[src/rtl/slp_pkg.sv]
// shared constants, register codes and configuration type of the shelf layout placer
package slp_pkg;

    localparam int COORD_BITS_DEF = 16;
    localparam int GROUP_BITS_DEF = 16;
    localparam int TRIM_BITS      = 14;
    localparam int SHEET_BITS     = 16;
    localparam int PAD_BITS       = 8;
    localparam int EXTRUDE_GROW   = 2;
    localparam int MID_DEPTH      = 4;
    localparam int OUT_DEPTH      = 2;
    localparam int ADDR_BITS      = 5;
    localparam int DATA_BITS      = 32;
    localparam int REG_IDX_BITS   = 3;

    typedef enum logic [REG_IDX_BITS-1:0] {
        REG_COLUMNS_MODE   = 3'd0,
        REG_BORDER_PADDING = 3'd1,
        REG_SHAPE_PADDING  = 3'd2,
        REG_INNER_PADDING  = 3'd3,
        REG_EXTRUDE        = 3'd4,
        REG_SHEET_WIDTH    = 3'd5,
        REG_SHEET_HEIGHT   = 3'd6
    } t_reg_idx;

    typedef struct packed {
        logic                  columns_mode;
        logic [PAD_BITS-1:0]   border_padding;
        logic [PAD_BITS-1:0]   shape_padding;
        logic [PAD_BITS-1:0]   inner_padding;
        logic                  extrude;
        logic [SHEET_BITS-1:0] sheet_width;
        logic [SHEET_BITS-1:0] sheet_height;
    } t_cfg;

endpackage

[src/rtl/slp_queue.sv]
// small first-in first-out queue of words held in flip-flops
module slp_queue import slp_pkg::*; #(
    parameter int WIDTH = 8,
    parameter int DEPTH = MID_DEPTH
) (
    input  logic             i_clk,
    input  logic             i_rst_n,
    input  logic             i_wr,
    input  logic [WIDTH-1:0] i_wr_data,
    input  logic             i_rd,
    output logic [WIDTH-1:0] o_rd_data,
    output logic             o_full,
    output logic             o_empty
);

    localparam int PTR_W = (DEPTH > 1) ? $clog2(DEPTH) : 1;
    localparam int CNT_W = $clog2(DEPTH + 1);

    logic [WIDTH-1:0] r_mem [DEPTH];
    logic [PTR_W-1:0] r_wr_ptr;
    logic [PTR_W-1:0] r_rd_ptr;
    logic [CNT_W-1:0] r_count;
    logic [PTR_W-1:0] n_wr_ptr;
    logic [PTR_W-1:0] n_rd_ptr;
    logic [CNT_W-1:0] n_count;

    always_comb begin
        n_wr_ptr = r_wr_ptr;
        n_rd_ptr = r_rd_ptr;
        n_count  = r_count;
        if (i_wr) begin
            n_wr_ptr = (r_wr_ptr == PTR_W'(DEPTH - 1)) ? '0 : r_wr_ptr + 1'b1;
        end
        if (i_rd) begin
            n_rd_ptr = (r_rd_ptr == PTR_W'(DEPTH - 1)) ? '0 : r_rd_ptr + 1'b1;
        end
        case ({i_wr, i_rd})
            2'b10:   n_count = r_count + 1'b1;
            2'b01:   n_count = r_count - 1'b1;
            default: n_count = r_count;
        endcase
    end

    always_ff @(posedge i_clk) begin
        if (!i_rst_n) begin
            r_wr_ptr <= '0;
            r_rd_ptr <= '0;
            r_count  <= '0;
        end else begin
            r_wr_ptr <= n_wr_ptr;
            r_rd_ptr <= n_rd_ptr;
            r_count  <= n_count;
        end
    end

    always_ff @(posedge i_clk) begin
        if (i_wr) begin
            r_mem[r_wr_ptr] <= i_wr_data;
        end
    end

    assign o_rd_data = r_mem[r_rd_ptr];
    assign o_full    = (r_count == CNT_W'(DEPTH));
    assign o_empty   = (r_count == '0);

endmodule

[src/rtl/slp_front.sv]
// front end: accepts a rectangle, pads its size and flags empty ones
module slp_front import slp_pkg::*; #(
    parameter int COORD_BITS = COORD_BITS_DEF,
    parameter int GROUP_BITS = GROUP_BITS_DEF
) (
    input  t_cfg                               i_cfg,
    input  logic                               i_push,
    input  logic                               i_full,
    input  logic                               i_restart,
    input  logic [TRIM_BITS-1:0]               i_trim_width,
    input  logic [TRIM_BITS-1:0]               i_trim_height,
    input  logic [GROUP_BITS-1:0]              i_group_id,
    output logic                               o_wr,
    output logic [2*COORD_BITS+GROUP_BITS+1:0] o_entry
);

    localparam int C    = COORD_BITS;
    localparam int EXW  = PAD_BITS + 2;
    localparam int SUMW = ((C > TRIM_BITS + 1) ? C : TRIM_BITS + 1) + 1;

    logic [EXW-1:0]  extra;
    logic [SUMW-1:0] sum_w;
    logic [SUMW-1:0] sum_h;
    logic [C-1:0]    pad_w;
    logic [C-1:0]    pad_h;
    logic            is_empty;

    always_comb begin
        extra = EXW'({i_cfg.inner_padding, 1'b0})
              + (i_cfg.extrude ? EXW'(EXTRUDE_GROW) : '0);
        sum_w = SUMW'(i_trim_width) + SUMW'(extra);
        sum_h = SUMW'(i_trim_height) + SUMW'(extra);
        pad_w = (|sum_w[SUMW-1:C]) ? {C{1'b1}} : sum_w[C-1:0];
        pad_h = (|sum_h[SUMW-1:C]) ? {C{1'b1}} : sum_h[C-1:0];
        is_empty = (i_trim_width == '0) || (i_trim_height == '0);
    end

    assign o_wr    = i_push && !i_full;
    assign o_entry = {i_restart, is_empty, pad_w, pad_h, i_group_id};

endmodule

[src/rtl/slp_back.sv]
// back end: shelf cursor update, then sheet extent and totals
module slp_back import slp_pkg::*; #(
    parameter int COORD_BITS = COORD_BITS_DEF,
    parameter int GROUP_BITS = GROUP_BITS_DEF
) (
    input  logic                               i_clk,
    input  logic                               i_rst_n,
    input  t_cfg                               i_cfg,
    input  logic                               i_valid,
    input  logic [2*COORD_BITS+GROUP_BITS+1:0] i_entry,
    output logic                               o_take,
    input  logic                               i_out_full,
    output logic                               o_wr,
    output logic [6*COORD_BITS-1:0]            o_result,
    output logic                               o_busy
);

    localparam int C  = COORD_BITS;
    localparam int G  = GROUP_BITS;
    localparam int AW = C + 2;
    localparam int CW = ((C > SHEET_BITS) ? C : SHEET_BITS) + 2;

    function automatic logic [C-1:0] sat_a(input logic [AW-1:0] v);
        return (|v[AW-1:C]) ? {C{1'b1}} : v[C-1:0];
    endfunction

    function automatic logic [C-1:0] sat_c(input logic [CW-1:0] v);
        return (|v[CW-1:C]) ? {C{1'b1}} : v[C-1:0];
    endfunction

    function automatic logic [C-1:0] umax(input logic [C-1:0] a, input logic [C-1:0] b);
        return (a > b) ? a : b;
    endfunction

    // queue head
    logic         e_restart;
    logic         e_empty;
    logic [C-1:0] e_pw;
    logic [C-1:0] e_ph;
    logic [G-1:0] e_grp;

    assign e_restart = i_entry[2*C+G+1];
    assign e_empty   = i_entry[2*C+G];
    assign e_pw      = i_entry[2*C+G-1 -: C];
    assign e_ph      = i_entry[C+G-1 -: C];
    assign e_grp     = i_entry[G-1:0];

    // layout state
    logic [C-1:0] r_cx, r_cy, r_sw, r_sh;
    logic [G-1:0] r_prev;
    logic         r_has;
    logic [C-1:0] n_cx, n_cy, n_sw, n_sh;
    logic [G-1:0] n_prev;
    logic         n_has;

    // second stage
    logic         r_b_valid, r_b_restart, r_b_empty, r_b_has;
    logic [C-1:0] r_b_px, r_b_py, r_b_pw, r_b_ph;
    logic [C-1:0] r_mr, r_mb;

    logic         stall;
    logic [C-1:0] bpad;
    logic [C-1:0] a_cx, a_cy, a_sw, a_sh;
    logic [G-1:0] a_prev;
    logic         a_has;
    logic         wrap_col, wrap_row;
    logic [C-1:0] cx_wrap, cy_wrap;
    logic [C-1:0] px, py, sw0, sh0;
    logic [C-1:0] out_px, out_py, out_pw, out_ph;

    logic [C-1:0]  m_r, m_b, ext_r, ext_b;
    logic          sheet_full;
    logic [CW-1:0] t_w, t_h;
    logic [C-1:0]  tot_w, tot_h;

    assign stall  = r_b_valid && i_out_full;
    assign o_take = i_valid && !stall;
    assign o_wr   = r_b_valid && !i_out_full;
    assign o_busy = r_b_valid;
    assign bpad   = C'(i_cfg.border_padding);

    always_comb begin
        a_cx   = r_cx;
        a_cy   = r_cy;
        a_sw   = r_sw;
        a_sh   = r_sh;
        a_prev = r_prev;
        a_has  = r_has;
        if (e_restart) begin
            a_cx   = bpad;
            a_cy   = bpad;
            a_sw   = '0;
            a_sh   = '0;
            a_prev = '0;
            a_has  = 1'b0;
        end

        wrap_col = (i_cfg.sheet_height == '0) ? (e_grp != a_prev)
                 : ((CW'(a_cy) + CW'(e_ph) + CW'(i_cfg.border_padding))
                    > CW'(i_cfg.sheet_height));
        wrap_row = (i_cfg.sheet_width == '0) ? (e_grp != a_prev)
                 : ((CW'(a_cx) + CW'(e_pw) + CW'(i_cfg.border_padding))
                    > CW'(i_cfg.sheet_width));
        cx_wrap = sat_a(AW'(a_cx) + AW'(a_sw) + AW'(i_cfg.shape_padding));
        cy_wrap = sat_a(AW'(a_cy) + AW'(a_sh) + AW'(i_cfg.shape_padding));

        // placement corner and shelf extent before this rectangle
        if (!a_has) begin
            px  = bpad;
            py  = bpad;
            sw0 = '0;
            sh0 = '0;
        end else if (i_cfg.columns_mode && wrap_col) begin
            px  = cx_wrap;
            py  = bpad;
            sw0 = e_pw;
            sh0 = e_ph;
        end else if (!i_cfg.columns_mode && wrap_row) begin
            px  = bpad;
            py  = cy_wrap;
            sw0 = e_pw;
            sh0 = e_ph;
        end else begin
            px  = a_cx;
            py  = a_cy;
            sw0 = a_sw;
            sh0 = a_sh;
        end

        n_cx   = a_cx;
        n_cy   = a_cy;
        n_sw   = a_sw;
        n_sh   = a_sh;
        n_prev = a_prev;
        n_has  = a_has;
        out_px = '0;
        out_py = '0;
        out_pw = '0;
        out_ph = '0;
        if (!e_empty) begin
            if (i_cfg.columns_mode) begin
                n_cx = px;
                n_cy = sat_a(AW'(py) + AW'(e_ph) + AW'(i_cfg.shape_padding));
            end else begin
                n_cx = sat_a(AW'(px) + AW'(e_pw) + AW'(i_cfg.shape_padding));
                n_cy = py;
            end
            n_sw   = umax(sw0, e_pw);
            n_sh   = umax(sh0, e_ph);
            n_prev = e_grp;
            n_has  = 1'b1;
            out_px = px;
            out_py = py;
            out_pw = e_pw;
            out_ph = e_ph;
        end
    end

    always_comb begin
        m_r   = r_b_restart ? '0 : r_mr;
        m_b   = r_b_restart ? '0 : r_mb;
        ext_r = sat_a(AW'(r_b_px) + AW'(r_b_pw)
              + ((i_cfg.sheet_width != '0) ? AW'(i_cfg.border_padding) : '0));
        ext_b = sat_a(AW'(r_b_py) + AW'(r_b_ph)
              + ((i_cfg.sheet_height != '0) ? AW'(i_cfg.border_padding) : '0));
        if (!r_b_empty) begin
            m_r = umax(m_r, ext_r);
            m_b = umax(m_b, ext_b);
        end

        sheet_full = (i_cfg.sheet_width != '0) && (i_cfg.sheet_height != '0);
        if (sheet_full) begin
            t_w = (CW'(i_cfg.sheet_width) > CW'(m_r)) ? CW'(i_cfg.sheet_width) : CW'(m_r);
            t_h = (CW'(i_cfg.sheet_height) > CW'(m_b)) ? CW'(i_cfg.sheet_height) : CW'(m_b);
        end else begin
            t_w = r_b_has ? CW'(m_r) : CW'(i_cfg.sheet_width);
            t_h = r_b_has ? CW'(m_b) : CW'(i_cfg.sheet_height);
        end
        // a free dimension still carries the border
        if (i_cfg.sheet_width == '0) begin
            t_w = t_w + CW'(i_cfg.border_padding);
        end
        if (i_cfg.sheet_height == '0) begin
            t_h = t_h + CW'(i_cfg.border_padding);
        end
        tot_w = sat_c(t_w);
        tot_h = sat_c(t_h);
    end

    assign o_result = {r_b_px, r_b_py, r_b_pw, r_b_ph, tot_w, tot_h};

    always_ff @(posedge i_clk) begin
        if (!i_rst_n) begin
            r_has     <= 1'b0;
            r_b_valid <= 1'b0;
            r_mr      <= '0;
            r_mb      <= '0;
        end else begin
            if (o_take) begin
                r_cx        <= n_cx;
                r_cy        <= n_cy;
                r_sw        <= n_sw;
                r_sh        <= n_sh;
                r_prev      <= n_prev;
                r_has       <= n_has;
                r_b_restart <= e_restart;
                r_b_empty   <= e_empty;
                r_b_has     <= n_has;
                r_b_px      <= out_px;
                r_b_py      <= out_py;
                r_b_pw      <= out_pw;
                r_b_ph      <= out_ph;
            end
            if (!stall) begin
                r_b_valid <= o_take;
            end
            if (o_wr) begin
                r_mr <= m_r;
                r_mb <= m_b;
            end
        end
    end

endmodule

[src/rtl/shelf_layout_placer_core.sv]
// A pushed word passes the middle queue, the back-end register stage and the result queue.
// Throughput: one rectangle per cycle while the result queue has room, set by the cursor
// update in the back end. A four-word middle queue and a two-word result queue absorb stalls.
// Reset (synchronous, active low) clears the configuration and extent registers, empties
// both queues and drops any layout in progress; cursor registers are ignored until the
// first placement, so no clearing pass is needed.
module shelf_layout_placer_core import slp_pkg::*; #(
    parameter int COORD_BITS = COORD_BITS_DEF,
    parameter int GROUP_BITS = GROUP_BITS_DEF
) (
    input  logic                  i_clk,
    input  logic                  i_rst_n,
    input  logic                  psel,
    input  logic                  penable,
    input  logic                  pwrite,
    input  logic [ADDR_BITS-1:0]  paddr,
    input  logic [DATA_BITS-1:0]  pwdata,
    output logic [DATA_BITS-1:0]  prdata,
    output logic                  pready,
    input  logic                  push,
    output logic                  full,
    input  logic                  i_restart,
    input  logic [TRIM_BITS-1:0]  i_trim_width,
    input  logic [TRIM_BITS-1:0]  i_trim_height,
    input  logic [GROUP_BITS-1:0] i_group_id,
    output logic                  empty,
    input  logic                  pop,
    output logic [COORD_BITS-1:0] o_pos_x,
    output logic [COORD_BITS-1:0] o_pos_y,
    output logic [COORD_BITS-1:0] o_placed_width,
    output logic [COORD_BITS-1:0] o_placed_height,
    output logic [COORD_BITS-1:0] o_total_width,
    output logic [COORD_BITS-1:0] o_total_height
);

    localparam int C   = COORD_BITS;
    localparam int EW  = 2 * COORD_BITS + GROUP_BITS + 2;
    localparam int RW  = 6 * COORD_BITS;

    t_cfg     r_cfg;
    t_cfg     n_cfg;
    t_reg_idx reg_idx;
    logic     cfg_wr;

    assign pready  = 1'b1;
    assign cfg_wr  = psel && penable && pwrite && pready;
    assign reg_idx = t_reg_idx'(paddr[ADDR_BITS-1:2]);

    always_comb begin
        n_cfg = r_cfg;
        if (cfg_wr) begin
            unique case (reg_idx)
                REG_COLUMNS_MODE:   n_cfg.columns_mode   = pwdata[0];
                REG_BORDER_PADDING: n_cfg.border_padding = pwdata[PAD_BITS-1:0];
                REG_SHAPE_PADDING:  n_cfg.shape_padding  = pwdata[PAD_BITS-1:0];
                REG_INNER_PADDING:  n_cfg.inner_padding  = pwdata[PAD_BITS-1:0];
                REG_EXTRUDE:        n_cfg.extrude        = pwdata[0];
                REG_SHEET_WIDTH:    n_cfg.sheet_width    = pwdata[SHEET_BITS-1:0];
                REG_SHEET_HEIGHT:   n_cfg.sheet_height   = pwdata[SHEET_BITS-1:0];
                default:            n_cfg = r_cfg;
            endcase
        end
    end

    always_comb begin
        unique case (reg_idx)
            REG_COLUMNS_MODE:   prdata = DATA_BITS'(r_cfg.columns_mode);
            REG_BORDER_PADDING: prdata = DATA_BITS'(r_cfg.border_padding);
            REG_SHAPE_PADDING:  prdata = DATA_BITS'(r_cfg.shape_padding);
            REG_INNER_PADDING:  prdata = DATA_BITS'(r_cfg.inner_padding);
            REG_EXTRUDE:        prdata = DATA_BITS'(r_cfg.extrude);
            REG_SHEET_WIDTH:    prdata = DATA_BITS'(r_cfg.sheet_width);
            REG_SHEET_HEIGHT:   prdata = DATA_BITS'(r_cfg.sheet_height);
            default:            prdata = '0;
        endcase
    end

    always_ff @(posedge i_clk) begin
        if (!i_rst_n) begin
            r_cfg <= '0;
        end else begin
            r_cfg <= n_cfg;
        end
    end

    logic          front_wr;
    logic [EW-1:0] front_entry;
    logic [EW-1:0] mid_head;
    logic          mid_full;
    logic          mid_empty;
    logic          back_take;
    logic          back_wr;
    logic          back_busy;
    logic [RW-1:0] back_result;
    logic [RW-1:0] out_head;
    logic          out_full;
    logic          out_pop;

    assign full    = mid_full;
    assign out_pop = pop && !empty;

    slp_front #(
        .COORD_BITS (COORD_BITS),
        .GROUP_BITS (GROUP_BITS)
    ) u_front (
        .i_cfg         (r_cfg),
        .i_push        (push),
        .i_full        (mid_full),
        .i_restart     (i_restart),
        .i_trim_width  (i_trim_width),
        .i_trim_height (i_trim_height),
        .i_group_id    (i_group_id),
        .o_wr          (front_wr),
        .o_entry       (front_entry)
    );

    slp_queue #(
        .WIDTH (EW),
        .DEPTH (MID_DEPTH)
    ) u_mid_queue (
        .i_clk     (i_clk),
        .i_rst_n   (i_rst_n),
        .i_wr      (front_wr),
        .i_wr_data (front_entry),
        .i_rd      (back_take),
        .o_rd_data (mid_head),
        .o_full    (mid_full),
        .o_empty   (mid_empty)
    );

    slp_back #(
        .COORD_BITS (COORD_BITS),
        .GROUP_BITS (GROUP_BITS)
    ) u_back (
        .i_clk      (i_clk),
        .i_rst_n    (i_rst_n),
        .i_cfg      (r_cfg),
        .i_valid    (!mid_empty),
        .i_entry    (mid_head),
        .o_take     (back_take),
        .i_out_full (out_full),
        .o_wr       (back_wr),
        .o_result   (back_result),
        .o_busy     (back_busy)
    );

    slp_queue #(
        .WIDTH (RW),
        .DEPTH (OUT_DEPTH)
    ) u_out_queue (
        .i_clk     (i_clk),
        .i_rst_n   (i_rst_n),
        .i_wr      (back_wr),
        .i_wr_data (back_result),
        .i_rd      (out_pop),
        .o_rd_data (out_head),
        .o_full    (out_full),
        .o_empty   (empty)
    );

    assign o_pos_x         = out_head[6*C-1 -: C];
    assign o_pos_y         = out_head[5*C-1 -: C];
    assign o_placed_width  = out_head[4*C-1 -: C];
    assign o_placed_height = out_head[3*C-1 -: C];
    assign o_total_width   = out_head[2*C-1 -: C];
    assign o_total_height  = out_head[C-1:0];

    // results queue starts empty after reset
    a_reset_empty: assert property (@(posedge i_clk) !i_rst_n |=> empty)
        else $error("result queue not empty after reset");

    // an empty rectangle reports a zero placement
    a_empty_zero: assert property (@(posedge i_clk) disable iff (!i_rst_n)
        (!empty && o_placed_width == '0) |->
        (o_pos_x == '0 && o_pos_y == '0 && o_placed_height == '0))
        else $error("zero-width result with nonzero placement");

    // with nothing in flight a pushed word reaches the result queue through the back-end stage
    a_latency: assert property (@(posedge i_clk) disable iff (!i_rst_n)
        (push && !full && empty && mid_empty && !back_busy) |=> ##2 !empty)
        else $error("word not delivered within three cycles");

endmodule

[config.mk]
export PLATFORM = sky130hd
export DESIGN_NAME = shelf_layout_placer_core
export DESIGN_NICKNAME = d
export VERILOG_FILES = /design/src/rtl/slp_pkg.sv /design/src/rtl/slp_queue.sv /design/src/rtl/slp_front.sv /design/src/rtl/slp_back.sv /design/src/rtl/shelf_layout_placer_core.sv
export SDC_FILE = /design/constraint.sdc
export NUM_CORES = 2
export LEC_CHECK = 0
export BUFFER_PORTS_ARGS = -buffer_cell sky130_fd_sc_hd__clkbuf_2
export CAP_MARGIN = 20
export CORE_UTILIZATION = 30
export CTS_BUF_LIST = sky130_fd_sc_hd__clkbuf_4 sky130_fd_sc_hd__clkbuf_8
export CTS_CLUSTER_DIAMETER = 50
export DETAILED_ROUTE_END_ITERATION = 16
export PLACE_DENSITY = 0.56
export SLEW_MARGIN = 20
export SYNTH_ARGS = -nofsm -noshare
export SYNTH_HDL_FRONTEND = slang
export SYNTH_HIERARCHICAL = 1
export SYNTH_SLANG_ARGS = --single-unit
[constraint.sdc]
create_clock -name i_clk -period 10.5 [get_ports i_clk]
set_input_delay 1.05 -clock i_clk [delete_from_list [all_inputs] [get_ports i_clk]]
set_output_delay 1.05 -clock i_clk [all_outputs]
set_load 0.02 [all_outputs]
==> flow_summary.ini <==
[run_status]
status = finished clean

[placed_design]
place_area_um2 = 45800
dp_hpwl_um = 94300
place.gp.congestion = 0.932
port_buffers = 184

[logic_synthesis]
syn-cell-area_um2 = 41800
syn_avg_cell_area_um2 = 11.0
synth_top_area_share_pct = 38.7
ys_ff_latch = 645
synth_edf_count = 539
synth_seq_area_share_pct = 43.8
synthCells = 3793
synth_area_leaders = edfxtp_1 39%, ha_1 11%, dfxtp_1 5.1%, fa_1 3.7%, mux2_2 2.8%
async_flop_share_pct = 0
synthTopCellsByCount = 539 x edfxtp_1, 354 x ha_1, 301 x nand2_1
yosysWarnings = 6
synthDistinctLibCells = 103
ys.flop_type = edfxtp_1
yosysTopAreaCell = edfxtp_1
synthMostInstantiatedCell = edfxtp_1

[timing]
finalSetupViolCount = 0
hold_violations = 0
setup_tns_ns = 0
fmax_mhz = 98.6
period_share_pct = 96.6
period_needed_ns = 10.14
slew_viol_final = 0
worst_pin_slew_ns = 1.10
clock_skew_ns = 0.0782
slew_headroom_pct = 26.7

[power_and_ir_drop]
p_leak_nw = 20.1
power_density_nw_per_um2 = 309
ir_drop_mv = 0.166

[hold_path]
hold_class = in2reg

[critical_path]
worst_setup_path_end_kind = flip-flop
required_ns = 11.19
arrival_ns = 10.84
path_common_cell = buf_4
worstSetupStartpointType = flip-flop
path_class = reg2reg
cp_max_fo = 16
crit_slowest_cell = o41ai_1
slowest_delay_ns = 0.92

[floorplanning]
rows = 136
fp.dieW_um = 375
pin_count = 220
fp.coreArea_um2 = 138000
die_h_um = 375
initial_utilization_pct = 30.3
dieArea_um2 = 141000

[detailed_routing]
drc = 0
vias = 31300
viasPerCell = 5.14
ant_nets = 0
drt_iter0_drc = 2549
wire_per_inst_um = 20.9
drtPass1Iterations = 5
wirelength_um = 127000

[flow_run]
maxCapViolCount = 0

[layout]
nets = 4707
design_area_um2 = 49000
fillers = 13700
areaGrowthSynthToFinish_pct = 17.1
drive_gt1_share_pct = 21.5

[clock_network]
clkLatencyLatePin_ns = 0.86
cts.reportedPaths.clkPinSlew_ns = 0.06
cts_tree = built
holdBufCountCts = 0
clock-sinks = 645
ctsHtreeMaxLevel = 3
clk_path_buf_depth = 3
cts_buffers = 119
clock-root-buffer = clkbuf_8

[grt]
use_met3_pct = 4.38
grt_max_degree = 97
antenna_found_initial = 11
grt_remaining_overflow = 0
grt_pass1_wl_um = 186000
grt_pass1_vias = 30000
busiest_layer = met2
use_met1_pct = 24.2
gr-usage-met2_pct = 26.7
grtUsageTotal_pct = 17.4
## path summary, 6_finish.rpt
kind,endpoint,depth (start not counted),start,slack (ns)
worst max register to register,u_back/r_sh[2],35,u_mid_queue/r_mem[3][49],0.36
worst min-delay path,u_mid_queue/r_mem[0][9],1,i_group_id[9],0.45
worst min register to register,u_back/r_mb[1],2,u_back/r_mb[1],0.47
worst max-delay path,u_back/r_sh[2],35,u_mid_queue/r_mem[3][49],0.36
## flip-flops by register name, indices dropped and copies added, names as in the netlist, 2 cells and up, named ones only
name,count
u_mid_queue/r_count,3
u_mid_queue/r_mem,200
u_mid_queue/r_rd_ptr,2
u_back/r_prev,16
u_mid_queue/r_wr_ptr,2
u_back/r_b_px,16
u_out_queue/r_mem,192
u_out_queue/r_count,2
u_back/r_b_py,16
u_back/r_mr,16
u_back/r_cx,16
u_back/r_b_pw,16
u_back/r_sh,16
r_cfg,58
u_back/r_mb,16
u_back/r_sw,16
u_back/r_cy,16
u_back/r_b_ph,16
## layout make-up
type / instances / area, um2 / area share, %
antenna: 4 / 10.0 / 0.0204
clock buffer: 159 / 1990 / 4.06
clock inverter: 60 / 552 / 1.13
inverter: 225 / 845 / 1.72
multi-input combinational: 2771 / 22200 / 45.3
sequential: 645 / 18300 / 37.4
tap: 1794 / 2240 / 4.58
timing repair buffer: 425 / 2830 / 5.77
## where the power goes
| part | total [mW] | internal [mW] | leakage, nW | switching (mW) |
|---|---|---|---|---|
| combinational | 8.64 | 3.54 | 12.9 | 5.10 |
| clock | 2.57 | 1.42 | 1.31 | 1.15 |
| sequential | 3.90 | 3.60 | 5.86 | 0.299 |
| total | 15.1 | 8.56 | 20.1 | 6.55 |
## critical path, delay by kind of cell (launching register included)
kind	cells	cell delay, ns
AOI/OAI and AO/OA	16	3.63
xor gates and xnor gates	1	0.09
adders and majority gates	4	1.65
buffers and inverters	4	0.82
DFF	1	0.38
muxes	2	1.07
and+or+nand+nor	8	2.33
## cells by family after synthesis
| family | after synthesis | share of synthesized area, % |
|---|---|---|
| AOI/OAI and AO/OA | 805 | 13.2 |
| xor gates and xnor gates | 145 | 3.04 |
| adders and majority gates | 433 | 14.3 |
| buffers and inverters | 394 | 4.36 |
| DFF | 645 | 43.8 |
| muxes | 264 | 8.18 |
| other | 3 | 0.0269 |
| and+or+nand+nor | 1104 | 13.1 |
## through the flow
step | hold slack, ns | total power, mW | std cells | worst slack [ns] | utilization [%]
detailed placement | 0.460 | 12.3 | 5839 | -0.134 | 33.3
global route | 0.385 | 16.2 | 6081 | -0.0280 | 35.5
floorplan | 0.439 | 9.79 | 3809 | 0.0713 | -
CTS | 0.360 | 15.0 | 6058 | 0.00849 | 35.1
global placement | 0.453 | 12.2 | 5839 | -0.0308 | 33.3
finish | 0.449 | 15.1 | 6083 | 0.355 | 35.5
## metal layers
| layer | up-vias | part of all wire, % |
|---|---|---|
| met5 | - | 0.051 |
| met4 | 10 | 2.2 |
| met3 | 189 | 7.2 |
| met2 | 895 | 44 |
| met1 | 15300 | 46 |
| li1 | 14800 | - |
## cells in the final DEF (no fill, tap or decap), types with 108 or more instances in the layout
master / count
a21oi_1: 155
buf_4: 234
clkbuf_2: 183
clkbuf_8: 127
edfxtp_1: 539
ha_1: 352
inv_1: 225
nand2_1: 301
nor2_1: 282
o21ai_0: 141
xnor2_1: 108
## what timing repair did
action | CTS | global route
resized for setup | 7 | 93
endpoints found under the hold margin | 0 | 0
setup endpoints to repair | 32 | 128
gates cloned | 0 | 2
pin swaps | 1 | 23
setup buffers | 0 | 19
No activity file was read; power rests on OpenSTA's default activity.
